===== src/rtl/ctcg_pkg.sv =====
// Shared types and constants for the CTC greedy character decoder.
package ctcg_pkg;

    localparam int SCORE_W = 16;
    localparam int CLASS_W = 13;
    localparam int STEP_W  = 8;
    localparam int LEFT_W  = 12;
    localparam int RIGHT_W = 13;
    localparam int SUM_W   = 24;
    localparam int COUNT_W = 9;
    localparam int NLAB_W  = 14;
    localparam int CFG_W   = 16;
    localparam int CIDX_W  = 2;
    // signed Q18.16 pixel position: step*256 - shift never exceeds 17 bits
    localparam int PROD_W  = 34;

    localparam logic [CLASS_W-1:0] CLASS_MAX = 13'd8191;
    localparam logic [STEP_W-1:0]  STEP_MAX  = 8'd255;
    localparam logic [LEFT_W-1:0]  PIX_MAX   = 12'd4095;
    localparam logic [SUM_W-1:0]   SUM_MAX   = 24'hFF_FFFF;
    localparam logic [COUNT_W-1:0] COUNT_MAX = 9'd511;

    localparam logic [NLAB_W-1:0]        NUM_LABELS_RST = 14'd8192;
    localparam logic [CFG_W-1:0]         SHIFT_RST      = 16'd384;
    localparam logic [CFG_W-1:0]         PPX_RST        = 16'd1280;
    // -(384 * 1280): pixel product of step zero under reset configuration
    localparam logic signed [PROD_W-1:0] BASE_RST       = -34'sd491520;

    localparam logic [CIDX_W-1:0] CFG_NUM_LABELS = 2'd0;
    localparam logic [CIDX_W-1:0] CFG_SHIFT      = 2'd1;
    localparam logic [CIDX_W-1:0] CFG_PPX        = 2'd2;

    localparam logic KIND_CHAR    = 1'b0;
    localparam logic KIND_SUMMARY = 1'b1;

    typedef struct packed {
        logic               kind;
        logic [CLASS_W-1:0] label;
        logic [SCORE_W-1:0] score;
        logic [STEP_W-1:0]  step;
        logic [LEFT_W-1:0]  left_x;
        logic [RIGHT_W-1:0] right_x;
        logic [SUM_W-1:0]   sum;
        logic [COUNT_W-1:0] count;
        logic               last;
    } t_result;

endpackage


===== src/rtl/ctc_greedy_char_decoder.sv =====
// CTC greedy character decoder: streaming argmax, label filter, pixel spans, summary.
//
//  channel   dir  handshake                      payload
//  -------   ---  -----------------------------  ----------------------------------------
//  in        in   i_in_valid / o_in_ready        i_class_score, i_step_end, i_sequence_end
//  out       out  o_out_valid / i_out_ready      o_result_kind ... o_last_result
//  cfg       in   i_cfg_we (no wait)             i_cfg_index, i_cfg_data
//
//  A request enters an input register, and when it is processed its results (zero to three)
//  are appended to a three-slot result queue whose head drives the output ports.
//  One request per cycle is accepted while the queue has room for its results, so
//  throughput is one request per cycle, bounded by one result per cycle on the output.
//  The pixel product is tracked by an adder per step; the multipliers run only on
//  configuration writes. Reset is synchronous and clears all control state.
module ctc_greedy_char_decoder (
    input  logic                           i_clk,
    input  logic                           i_rst_n,
    input  logic                           i_cfg_we,
    input  logic [ctcg_pkg::CIDX_W-1:0]    i_cfg_index,
    input  logic [ctcg_pkg::CFG_W-1:0]     i_cfg_data,
    input  logic                           i_in_valid,
    output logic                           o_in_ready,
    input  logic [ctcg_pkg::SCORE_W-1:0]   i_class_score,
    input  logic                           i_step_end,
    input  logic                           i_sequence_end,
    output logic                           o_out_valid,
    input  logic                           i_out_ready,
    output logic                           o_result_kind,
    output logic [ctcg_pkg::CLASS_W-1:0]   o_label_index,
    output logic [ctcg_pkg::SCORE_W-1:0]   o_char_score,
    output logic [ctcg_pkg::STEP_W-1:0]    o_step_index,
    output logic [ctcg_pkg::LEFT_W-1:0]    o_left_x,
    output logic [ctcg_pkg::RIGHT_W-1:0]   o_right_x,
    output logic [ctcg_pkg::SUM_W-1:0]     o_score_sum,
    output logic [ctcg_pkg::COUNT_W-1:0]   o_char_count,
    output logic                           o_last_result
);

    // configuration
    logic [ctcg_pkg::NLAB_W-1:0]        r_num_labels;
    logic [ctcg_pkg::CFG_W-1:0]         r_shift;
    logic [ctcg_pkg::CFG_W-1:0]         r_ppx;
    logic signed [ctcg_pkg::PROD_W-1:0] r_base;
    logic signed [ctcg_pkg::PROD_W-1:0] r_prod;

    // input register
    logic                         r_in_valid;
    logic [ctcg_pkg::SCORE_W-1:0] r_in_score;
    logic                         r_in_step_end;
    logic                         r_in_seq_end;

    // decoder state
    logic [ctcg_pkg::STEP_W-1:0]  r_step;
    logic [ctcg_pkg::CLASS_W-1:0] r_class;
    logic [ctcg_pkg::SCORE_W-1:0] r_best_score;
    logic [ctcg_pkg::CLASS_W-1:0] r_best_class;
    logic [ctcg_pkg::CLASS_W-1:0] r_prev_argmax;
    logic                         r_pend_valid;
    logic [ctcg_pkg::CLASS_W-1:0] r_pend_label;
    logic [ctcg_pkg::SCORE_W-1:0] r_pend_score;
    logic [ctcg_pkg::STEP_W-1:0]  r_pend_step;
    logic [ctcg_pkg::LEFT_W-1:0]  r_pend_start;
    logic [ctcg_pkg::RIGHT_W-1:0] r_prev_gap;
    logic [ctcg_pkg::SUM_W-1:0]   r_sum;
    logic [ctcg_pkg::COUNT_W-1:0] r_count;

    // result queue
    ctcg_pkg::t_result r_res [3];
    logic [1:0]        r_res_cnt;
    ctcg_pkg::t_result n_res [3];
    logic [1:0]        n_res_cnt;

    // configuration multiplies
    logic [ctcg_pkg::CFG_W-1:0]         n_shift;
    logic [ctcg_pkg::CFG_W-1:0]         n_ppx;
    logic [2*ctcg_pkg::CFG_W-1:0]       w_base_mag;
    logic signed [17:0]                 w_pos;
    logic signed [ctcg_pkg::PROD_W-1:0] w_prod_cfg;
    logic signed [ctcg_pkg::PROD_W-1:0] w_inc;

    // datapath
    logic                         w_step_end;
    logic                         w_take;
    logic [ctcg_pkg::SCORE_W-1:0] w_cur_score;
    logic [ctcg_pkg::CLASS_W-1:0] w_cur_class;
    logic                         w_keep;
    logic [ctcg_pkg::LEFT_W-1:0]  w_start;
    logic [ctcg_pkg::RIGHT_W-1:0] w_gap_new;
    logic                         w_pv2;
    logic [ctcg_pkg::CLASS_W-1:0] w_pl2;
    logic [ctcg_pkg::SCORE_W-1:0] w_ps2;
    logic [ctcg_pkg::STEP_W-1:0]  w_pst2;
    logic [ctcg_pkg::LEFT_W-1:0]  w_pstart2;
    logic [ctcg_pkg::RIGHT_W-1:0] w_gap2;
    logic [ctcg_pkg::SUM_W:0]     w_sum_ext;
    logic [ctcg_pkg::SUM_W-1:0]   w_sum2;
    logic [ctcg_pkg::COUNT_W-1:0] w_cnt2;
    logic                         w_emit_a;
    logic                         w_emit_b;
    logic                         w_emit_c;
    logic [1:0]                   w_n_new;
    ctcg_pkg::t_result            w_res_a;
    ctcg_pkg::t_result            w_res_b;
    ctcg_pkg::t_result            w_res_c;
    ctcg_pkg::t_result            w_new [3];
    ctcg_pkg::t_result            w_shifted [3];
    logic                         w_pop;
    logic [1:0]                   w_rem;
    logic                         w_proc;
    logic                         w_in_acc;

    assign w_pop    = o_out_valid && i_out_ready;
    assign w_rem    = r_res_cnt - {1'b0, w_pop};
    assign w_proc   = r_in_valid && ({1'b0, w_rem} + {1'b0, w_n_new} <= 3'd3);
    assign o_in_ready = !r_in_valid || w_proc;
    assign w_in_acc = i_in_valid && o_in_ready;

    // ---------------- configuration ----------------
    always_comb begin
        n_shift = r_shift;
        n_ppx   = r_ppx;
        if (i_cfg_we) begin
            case (i_cfg_index)
                ctcg_pkg::CFG_SHIFT: n_shift = i_cfg_data;
                ctcg_pkg::CFG_PPX:   n_ppx   = i_cfg_data;
                default: ;
            endcase
        end
    end

    assign w_base_mag = n_shift * n_ppx;
    assign w_pos      = $signed({2'b00, r_step, 8'h00}) - $signed({2'b00, n_shift});
    assign w_prod_cfg = w_pos * $signed({1'b0, n_ppx});
    assign w_inc      = $signed({10'd0, r_ppx, 8'h00});

    always_ff @(posedge i_clk) begin
        if (!i_rst_n) begin
            r_num_labels <= ctcg_pkg::NUM_LABELS_RST;
            r_shift      <= ctcg_pkg::SHIFT_RST;
            r_ppx        <= ctcg_pkg::PPX_RST;
            r_base       <= ctcg_pkg::BASE_RST;
        end else if (i_cfg_we) begin
            if (i_cfg_index == ctcg_pkg::CFG_NUM_LABELS) begin
                r_num_labels <= i_cfg_data[ctcg_pkg::NLAB_W-1:0];
            end
            r_shift <= n_shift;
            r_ppx   <= n_ppx;
            r_base  <= -$signed({2'b00, w_base_mag});
        end
    end

    // ---------------- per-request datapath ----------------
    always_comb begin
        w_step_end  = r_in_step_end | r_in_seq_end;
        w_take      = (r_class == '0) || (r_in_score > r_best_score);
        w_cur_score = w_take ? r_in_score : r_best_score;
        w_cur_class = w_take ? r_class : r_best_class;
        w_keep = w_step_end && (w_cur_class != '0)
                 && !((r_step != '0) && (w_cur_class == r_prev_argmax))
                 && ({1'b0, w_cur_class} < r_num_labels);

        // clamp negative positions to zero, saturate the integer pixel
        if (r_prod[ctcg_pkg::PROD_W-1]) begin
            w_start = '0;
        end else if (|r_prod[ctcg_pkg::PROD_W-2:28]) begin
            w_start = ctcg_pkg::PIX_MAX;
        end else begin
            w_start = r_prod[27:16];
        end

        w_gap_new = {1'b0, w_start} - {1'b0, r_pend_start};
        w_emit_a  = w_keep && r_pend_valid;

        w_pv2     = r_pend_valid | w_keep;
        w_pl2     = w_keep ? (w_cur_class - 13'd1) : r_pend_label;
        w_ps2     = w_keep ? w_cur_score : r_pend_score;
        w_pst2    = w_keep ? r_step : r_pend_step;
        w_pstart2 = w_keep ? w_start : r_pend_start;
        w_gap2    = w_emit_a ? w_gap_new : r_prev_gap;

        w_sum_ext = {1'b0, r_sum} + {9'd0, w_cur_score};
        if (!w_keep) begin
            w_sum2 = r_sum;
        end else if (w_sum_ext[ctcg_pkg::SUM_W]) begin
            w_sum2 = ctcg_pkg::SUM_MAX;
        end else begin
            w_sum2 = w_sum_ext[ctcg_pkg::SUM_W-1:0];
        end
        w_cnt2 = (w_keep && (r_count != ctcg_pkg::COUNT_MAX)) ? r_count + 9'd1 : r_count;

        w_emit_b = r_in_seq_end && w_pv2;
        w_emit_c = r_in_seq_end;
        w_n_new  = {1'b0, w_emit_a} + {1'b0, w_emit_b} + {1'b0, w_emit_c};

        w_res_a         = '0;
        w_res_a.kind    = ctcg_pkg::KIND_CHAR;
        w_res_a.label   = r_pend_label;
        w_res_a.score   = r_pend_score;
        w_res_a.step    = r_pend_step;
        w_res_a.left_x  = r_pend_start;
        w_res_a.right_x = {1'b0, w_start};
        w_res_a.last    = !r_in_seq_end;

        // last character reuses the previous gap
        w_res_b         = '0;
        w_res_b.kind    = ctcg_pkg::KIND_CHAR;
        w_res_b.label   = w_pl2;
        w_res_b.score   = w_ps2;
        w_res_b.step    = w_pst2;
        w_res_b.left_x  = w_pstart2;
        w_res_b.right_x = {1'b0, w_pstart2} + w_gap2;

        w_res_c       = '0;
        w_res_c.kind  = ctcg_pkg::KIND_SUMMARY;
        w_res_c.sum   = w_sum2;
        w_res_c.count = w_cnt2;
        w_res_c.last  = 1'b1;

        // pack present results to the front
        w_new[0] = w_emit_a ? w_res_a : (w_emit_b ? w_res_b : w_res_c);
        w_new[1] = w_emit_a ? (w_emit_b ? w_res_b : w_res_c) : w_res_c;
        w_new[2] = w_res_c;
    end

    // ---------------- result queue ----------------
    always_comb begin
        w_shifted[0] = w_pop ? r_res[1] : r_res[0];
        w_shifted[1] = w_pop ? r_res[2] : r_res[1];
        w_shifted[2] = r_res[2];
        for (int k = 0; k < 3; k++) begin
            n_res[k] = w_shifted[k];
            if (w_proc && (2'(k) >= w_rem) && ((2'(k) - w_rem) < w_n_new)) begin
                n_res[k] = w_new[2'(k) - w_rem];
            end
        end
        n_res_cnt = w_proc ? (w_rem + w_n_new) : w_rem;
    end

    always_ff @(posedge i_clk) begin
        for (int k = 0; k < 3; k++) begin
            r_res[k] <= n_res[k];
        end
        if (w_in_acc) begin
            r_in_score    <= i_class_score;
            r_in_step_end <= i_step_end;
            r_in_seq_end  <= i_sequence_end;
        end
    end

    always_ff @(posedge i_clk) begin
        if (!i_rst_n) begin
            r_res_cnt  <= '0;
            r_in_valid <= 1'b0;
        end else begin
            r_res_cnt <= n_res_cnt;
            if (w_in_acc) begin
                r_in_valid <= 1'b1;
            end else if (w_proc) begin
                r_in_valid <= 1'b0;
            end
        end
    end

    // ---------------- decoder state ----------------
    always_ff @(posedge i_clk) begin
        if (!i_rst_n) begin
            r_step        <= '0;
            r_class       <= '0;
            r_best_score  <= '0;
            r_best_class  <= '0;
            r_prev_argmax <= '0;
            r_pend_valid  <= 1'b0;
            r_pend_label  <= '0;
            r_pend_score  <= '0;
            r_pend_step   <= '0;
            r_pend_start  <= '0;
            r_prev_gap    <= '0;
            r_sum         <= '0;
            r_count       <= '0;
            r_prod        <= ctcg_pkg::BASE_RST;
        end else if (i_cfg_we) begin
            // rebuild the pixel product for the current step
            r_prod <= w_prod_cfg;
        end else if (w_proc) begin
            if (w_step_end) begin
                r_class      <= '0;
                r_best_score <= '0;
                r_best_class <= '0;
            end else begin
                r_class      <= (r_class != ctcg_pkg::CLASS_MAX) ? r_class + 13'd1 : r_class;
                r_best_score <= w_cur_score;
                r_best_class <= w_cur_class;
            end
            if (r_in_seq_end) begin
                r_step        <= '0;
                r_prod        <= r_base;
                r_prev_argmax <= '0;
                r_pend_valid  <= 1'b0;
                r_pend_label  <= '0;
                r_pend_score  <= '0;
                r_pend_step   <= '0;
                r_pend_start  <= '0;
                r_prev_gap    <= '0;
                r_sum         <= '0;
                r_count       <= '0;
            end else begin
                if (w_step_end) begin
                    r_prev_argmax <= w_cur_class;
                    if (r_step != ctcg_pkg::STEP_MAX) begin
                        r_step <= r_step + 8'd1;
                        r_prod <= r_prod + w_inc;
                    end
                end
                r_pend_valid <= w_pv2;
                r_pend_label <= w_pl2;
                r_pend_score <= w_ps2;
                r_pend_step  <= w_pst2;
                r_pend_start <= w_pstart2;
                r_prev_gap   <= w_gap2;
                r_sum        <= w_sum2;
                r_count      <= w_cnt2;
            end
        end
    end

    // ---------------- outputs ----------------
    assign o_out_valid   = (r_res_cnt != '0);
    assign o_result_kind = r_res[0].kind;
    assign o_label_index = r_res[0].label;
    assign o_char_score  = r_res[0].score;
    assign o_step_index  = r_res[0].step;
    assign o_left_x      = r_res[0].left_x;
    assign o_right_x     = r_res[0].right_x;
    assign o_score_sum   = r_res[0].sum;
    assign o_char_count  = r_res[0].count;
    assign o_last_result = r_res[0].last;

    // ---------------- assertions ----------------
    a_summary_is_last: assert property (@(posedge i_clk) disable iff (!i_rst_n)
        o_out_valid && (o_result_kind == ctcg_pkg::KIND_SUMMARY) |-> o_last_result)
        else $error("summary result not flagged as last");

    a_char_no_totals: assert property (@(posedge i_clk) disable iff (!i_rst_n)
        o_out_valid && (o_result_kind == ctcg_pkg::KIND_CHAR)
        |-> (o_score_sum == '0) && (o_char_count == '0))
        else $error("character result carries summary fields");

    a_seq_end_clears: assert property (@(posedge i_clk) disable iff (!i_rst_n)
        w_proc && r_in_seq_end && !i_cfg_we |=> (r_step == '0) && !r_pend_valid
        && (r_count == '0))
        else $error("sequence state not cleared after sequence end");

    a_empty_stage_ready: assert property (@(posedge i_clk) disable iff (!i_rst_n)
        !r_in_valid |-> o_in_ready)
        else $error("input stalled with empty input register");

    a_pending_matches_count: assert property (@(posedge i_clk) disable iff (!i_rst_n)
        (r_count == '0) |-> !r_pend_valid)
        else $error("pending character without a kept count");

endmodule


===== config.mk =====
export PLATFORM = sky130hd
export DESIGN_NAME = ctc_greedy_char_decoder
export DESIGN_NICKNAME = d
export VERILOG_FILES = /design/src/rtl/ctcg_pkg.sv /design/src/rtl/ctc_greedy_char_decoder.sv
export SDC_FILE = /design/constraint.sdc
export NUM_CORES = 2
export LEC_CHECK = 0
export ABC_AREA = 1
export BUFFER_PORTS_ARGS = -buffer_cell sky130_fd_sc_hd__clkbuf_2
export CAP_MARGIN = 10
export CORE_MARGIN = 8
export CORE_UTILIZATION = 65
export DETAILED_ROUTE_END_ITERATION = 6
export PLACE_DENSITY = 0.91
export SYNTH_ARGS = -nofsm -noshare
export SYNTH_HDL_FRONTEND = slang
export SYNTH_SLANG_ARGS = --single-unit

===== constraint.sdc =====
create_clock -name i_clk -period 18.3 [get_ports i_clk]
set_input_delay 3.66 -clock i_clk [delete_from_list [all_inputs] [get_ports i_clk]]
set_output_delay 3.66 -clock i_clk [all_outputs]
set_load 0.005 [all_outputs]

==> impl_metrics.py <==
metrics = {
    "die": {
        "design.die.area_mm2": 0.0880,
        "row_count": 103,
        "die_y_um": 297,
        "initial_core_util": 0.653,
        "core_area_mm2": 0.0785,
        "ios": 140,
        "fp.dieW_um": 297,
    },
    "route": {
        "wl_um": 152000,
        "wl_per_cell_um": 19.9,
        "ant_nets": 0,
        "firstDrtPassIters": 7,
        "viasPerCell": 5.93,
        "vias": 45400,
        "drt_iter0_markers": 5739,
        "drc": 12,
    },
    "logic_synthesis": {
        "muxShareOfSynthArea": 0.000391,
        "synth-seq-area-share": 0.283,
        "synthArstFlopShare": 0,
        "yosysTopAreaCellShare": 0.188,
        "synth-seq-cells": 569,
        "synth_xor_area_frac": 0.0174,
        "yosys_warnings": 0,
        "synth_top_family_by_area": "adder cells",
        "synth_compound_area_frac": 0.0885,
        "synth.avg_cell_area_um2": 7.71,
        "yosys.area_share.simple": 0.234,
        "synthAdderAreaFrac": 0.262,
        "synth_cell_types": 58,
        "syn_area_mm2": 0.0512,
        "ys.flop_type": "edfxtp_1",
        "synthTopCellsByArea": "fa_1 (19%), edfxtp_1 (18%), nand2_1 (13%)",
        "synth_top_cell_by_area": "fa_1",
        "syn-num-nets": 7468,
        "netlist_instances": 6642,
        "synth_edf_count": 309,
    },
    "worst_hold_path": {
        "hold_class": "flop to flop",
    },
    "setup_path": {
        "path_depth": 35,
        "crit_end": "r_prod[33]$_SDFFE_PN1P_",
        "worstReg2RegStart": "r_in_score[15]$_DFFE_PP_",
        "endpoint_kind": "flop",
        "critPathBufInv": 10,
        "arrival_ns": 13.21,
        "worst_ep_required_time_ns": 18.82,
        "slowest_delay_ns": 0.90,
        "path_delay_family": "adder cells",
        "critPathKind": "input pin to flop",
        "cp-start-kind": "input pin",
        "reg2reg_to": "r_res[0][4]$_DFFE_PP_",
        "critPathSlowestCell": "fa_1",
        "cp_max_fo": 44,
        "rrSetupSlack_ns": 8.15,
        "rr_worst_depth": 33,
        "startpoint": "i_cfg_we",
    },
    "timing": {
        "rsz0062_at_grt": "no",
        "fin_skew_ns": 0.0369,
        "maxSlewHeadroom": 0.187,
        "hold_viol_final": 0,
        "fin_tns_setup_ns": 0,
        "tightest_slew_ns": 1.22,
        "finalSetupViolCount": 0,
        "fmax_mhz": 78.8,
        "fin_crit_ns": 12.68,
        "fin_crit_sh": 0.693,
        "slew_violations": 0,
    },
    "global_route": {
        "track_usage": 0.337,
        "grt_pass1_wl_um": 240000,
        "grt_pass1_vias": 45100,
        "grt_antenna_before_repair": 4,
        "grt_max_degree": 110,
        "globalRouteOverflowTotal": 0,
    },
    "layout": {
        "nets": 7364,
        "final_cell_mix": "nand2_1 (1785), inv_1 (996), nor2_1 (636), fa_1 (482), a21oi_1 (414)",
        "stdcell_area_mm2": 0.0540,
        "drive_gt1_frac": 0.0701,
        "fillers": 6034,
        "layout_commonest_cell": "nand2_1",
        "final_cells": 7646,
        "postLayoutCoreUtil": 0.687,
        "area_growth_pct": 5.34,
    },
    "run_status": {
        "status": "finished with violations",
        "violations": "DRC",
    },
    "clocking": {
        "clk_pin_slew_ns": 0.06,
        "cts-hold-fix-buffers": 0,
        "clockRootBuffer": "clkbuf_16",
        "cts_setup_buffers": 0,
        "cts_tree": "yes",
        "clock-sinks": 569,
        "clk_latency_ns": 0.67,
        "cts_buffer_depth": 3,
        "cts-htree-levels": 2,
        "cts_buffers": 61,
        "cts_resized": 0,
    },
    "placement": {
        "gp_congestion": 1.04,
        "dpl_cell_area_mm2": 0.0519,
        "place_hpwl_um": 112000,
        "numPortBuffers": 139,
        "post-place-cells": 7524,
    },
    "run": {
        "cap_viol_max_count": 0,
    },
    "pwr": {
        "leakage_nw": 25.3,
        "power_density_mw_per_mm2": 212,
        "power_w": 0.0114,
        "peakVddDrop_uv": 339,
    },
}
cell usage after synthesis, drive strengths merged, types with 33 or more instances:
cell / count
ha: 303
nor2: 644
xnor2: 37
nand2: 1814
fa: 482
nand3: 346
dfxtp: 260
nor3: 33
xor2: 64
a31oi: 33
a21oi: 416
buf: 168
inv: 1023
clkbuf: 206
or2: 46
edfxtp: 309
o21ai: 279
power by group:
part	switching [W]	internal [W]
sequential	0.0000966	0.00168
combinational	0.00553	0.00290
clock	0.000557	0.000675
total	0.00619	0.00526
final cells by class:
type                       count  area [um^2]  share of cell area
antenna                        5         12.5            0.000232
clock buffer                  72         1600              0.0296
clock inverter                44          400             0.00742
inverter                    1038         3910              0.0725
multi-input combinational   4661        31000               0.575
sequential                   569        14500               0.268
tap                         1050         1310              0.0244
timing repair buffer         207         1200              0.0223
cells by family (layout without fill, tap and decap cells):
group	Yosys count	in the layout
simple gates	2942	2942
buf+inv	1412	1361
compound gates	831	831
fa+ha+maj	785	785
flops	569	569
xor+xnor	101	101
mux	2	2
other cells	0	5
layer usage:
| metal | GRT usage | vias to the layer above | wire length, um |
|---|---|---|---|
| met5 | 0 | - | 0 |
| met4 | 0.220 | 0 | 12200 |
| met3 | 0.0668 | 686 | 16800 |
| met2 | 0.543 | 2953 | 68900 |
| met1 | 0.413 | 21200 | 54300 |
| li1 | - | 20500 | - |
registers in the layout, summed over array words and instances, names as in the netlist, 9 cells and up:
register	flops
r_num_labels	14
r_shift	16
r_count	9
r_in_score	16
r_best_score	16
r_prod	26
r_class	13
r_pend_score	16
r_pend_start	12
r_pend_label	13
r_base	26
r_sum	24
r_res	291
r_prev_gap	13
r_ppx	16
r_prev_argmax	13
r_best_class	13
how the worst min path moves through the flow:
stage / depth (start not counted) / startpoint / end
CTS: 2 / r_best_score[11]$_SDFFE_PN0P_ / r_best_score[11]$_SDFFE_PN0P_
finish: 2 / r_prev_gap[5]$_SDFFE_PN0P_ / r_prev_gap[5]$_SDFFE_PN0P_
detailed placement: 2 / r_best_score[11]$_SDFFE_PN0P_ / r_best_score[11]$_SDFFE_PN0P_
floorplan: 2 / r_base[19]$_SDFFE_PN1P_ / r_base[19]$_SDFFE_PN1P_
global placement: 2 / r_base[27]$_SDFFE_PN1P_ / r_base[27]$_SDFFE_PN1P_
global route: 2 / r_prev_gap[11]$_SDFFE_PN0P_ / r_prev_gap[11]$_SDFFE_PN0P_
stage by stage:
step,setup WS (ns),hold WS [ns]
3_3_place_gp,4.99,0.451
6_report,5.62,0.467
4_1_cts,5.21,0.466
5_1_grt,4.99,0.487
3_5_place_dp,4.59,0.456
2_1_floorplan,2.59,0.435
worst register-to-register path, delay by kind of cell (launching register included):
kind	cells	cell delay, ns
AOI/OAI and AO/OA	6	1.41
adders and majority gates	5	1.99
buffers and inverters	6	1.39
DFF	1	0.42
and+or+nand+nor	16	4.82
(Power assumes the default switching activity.)
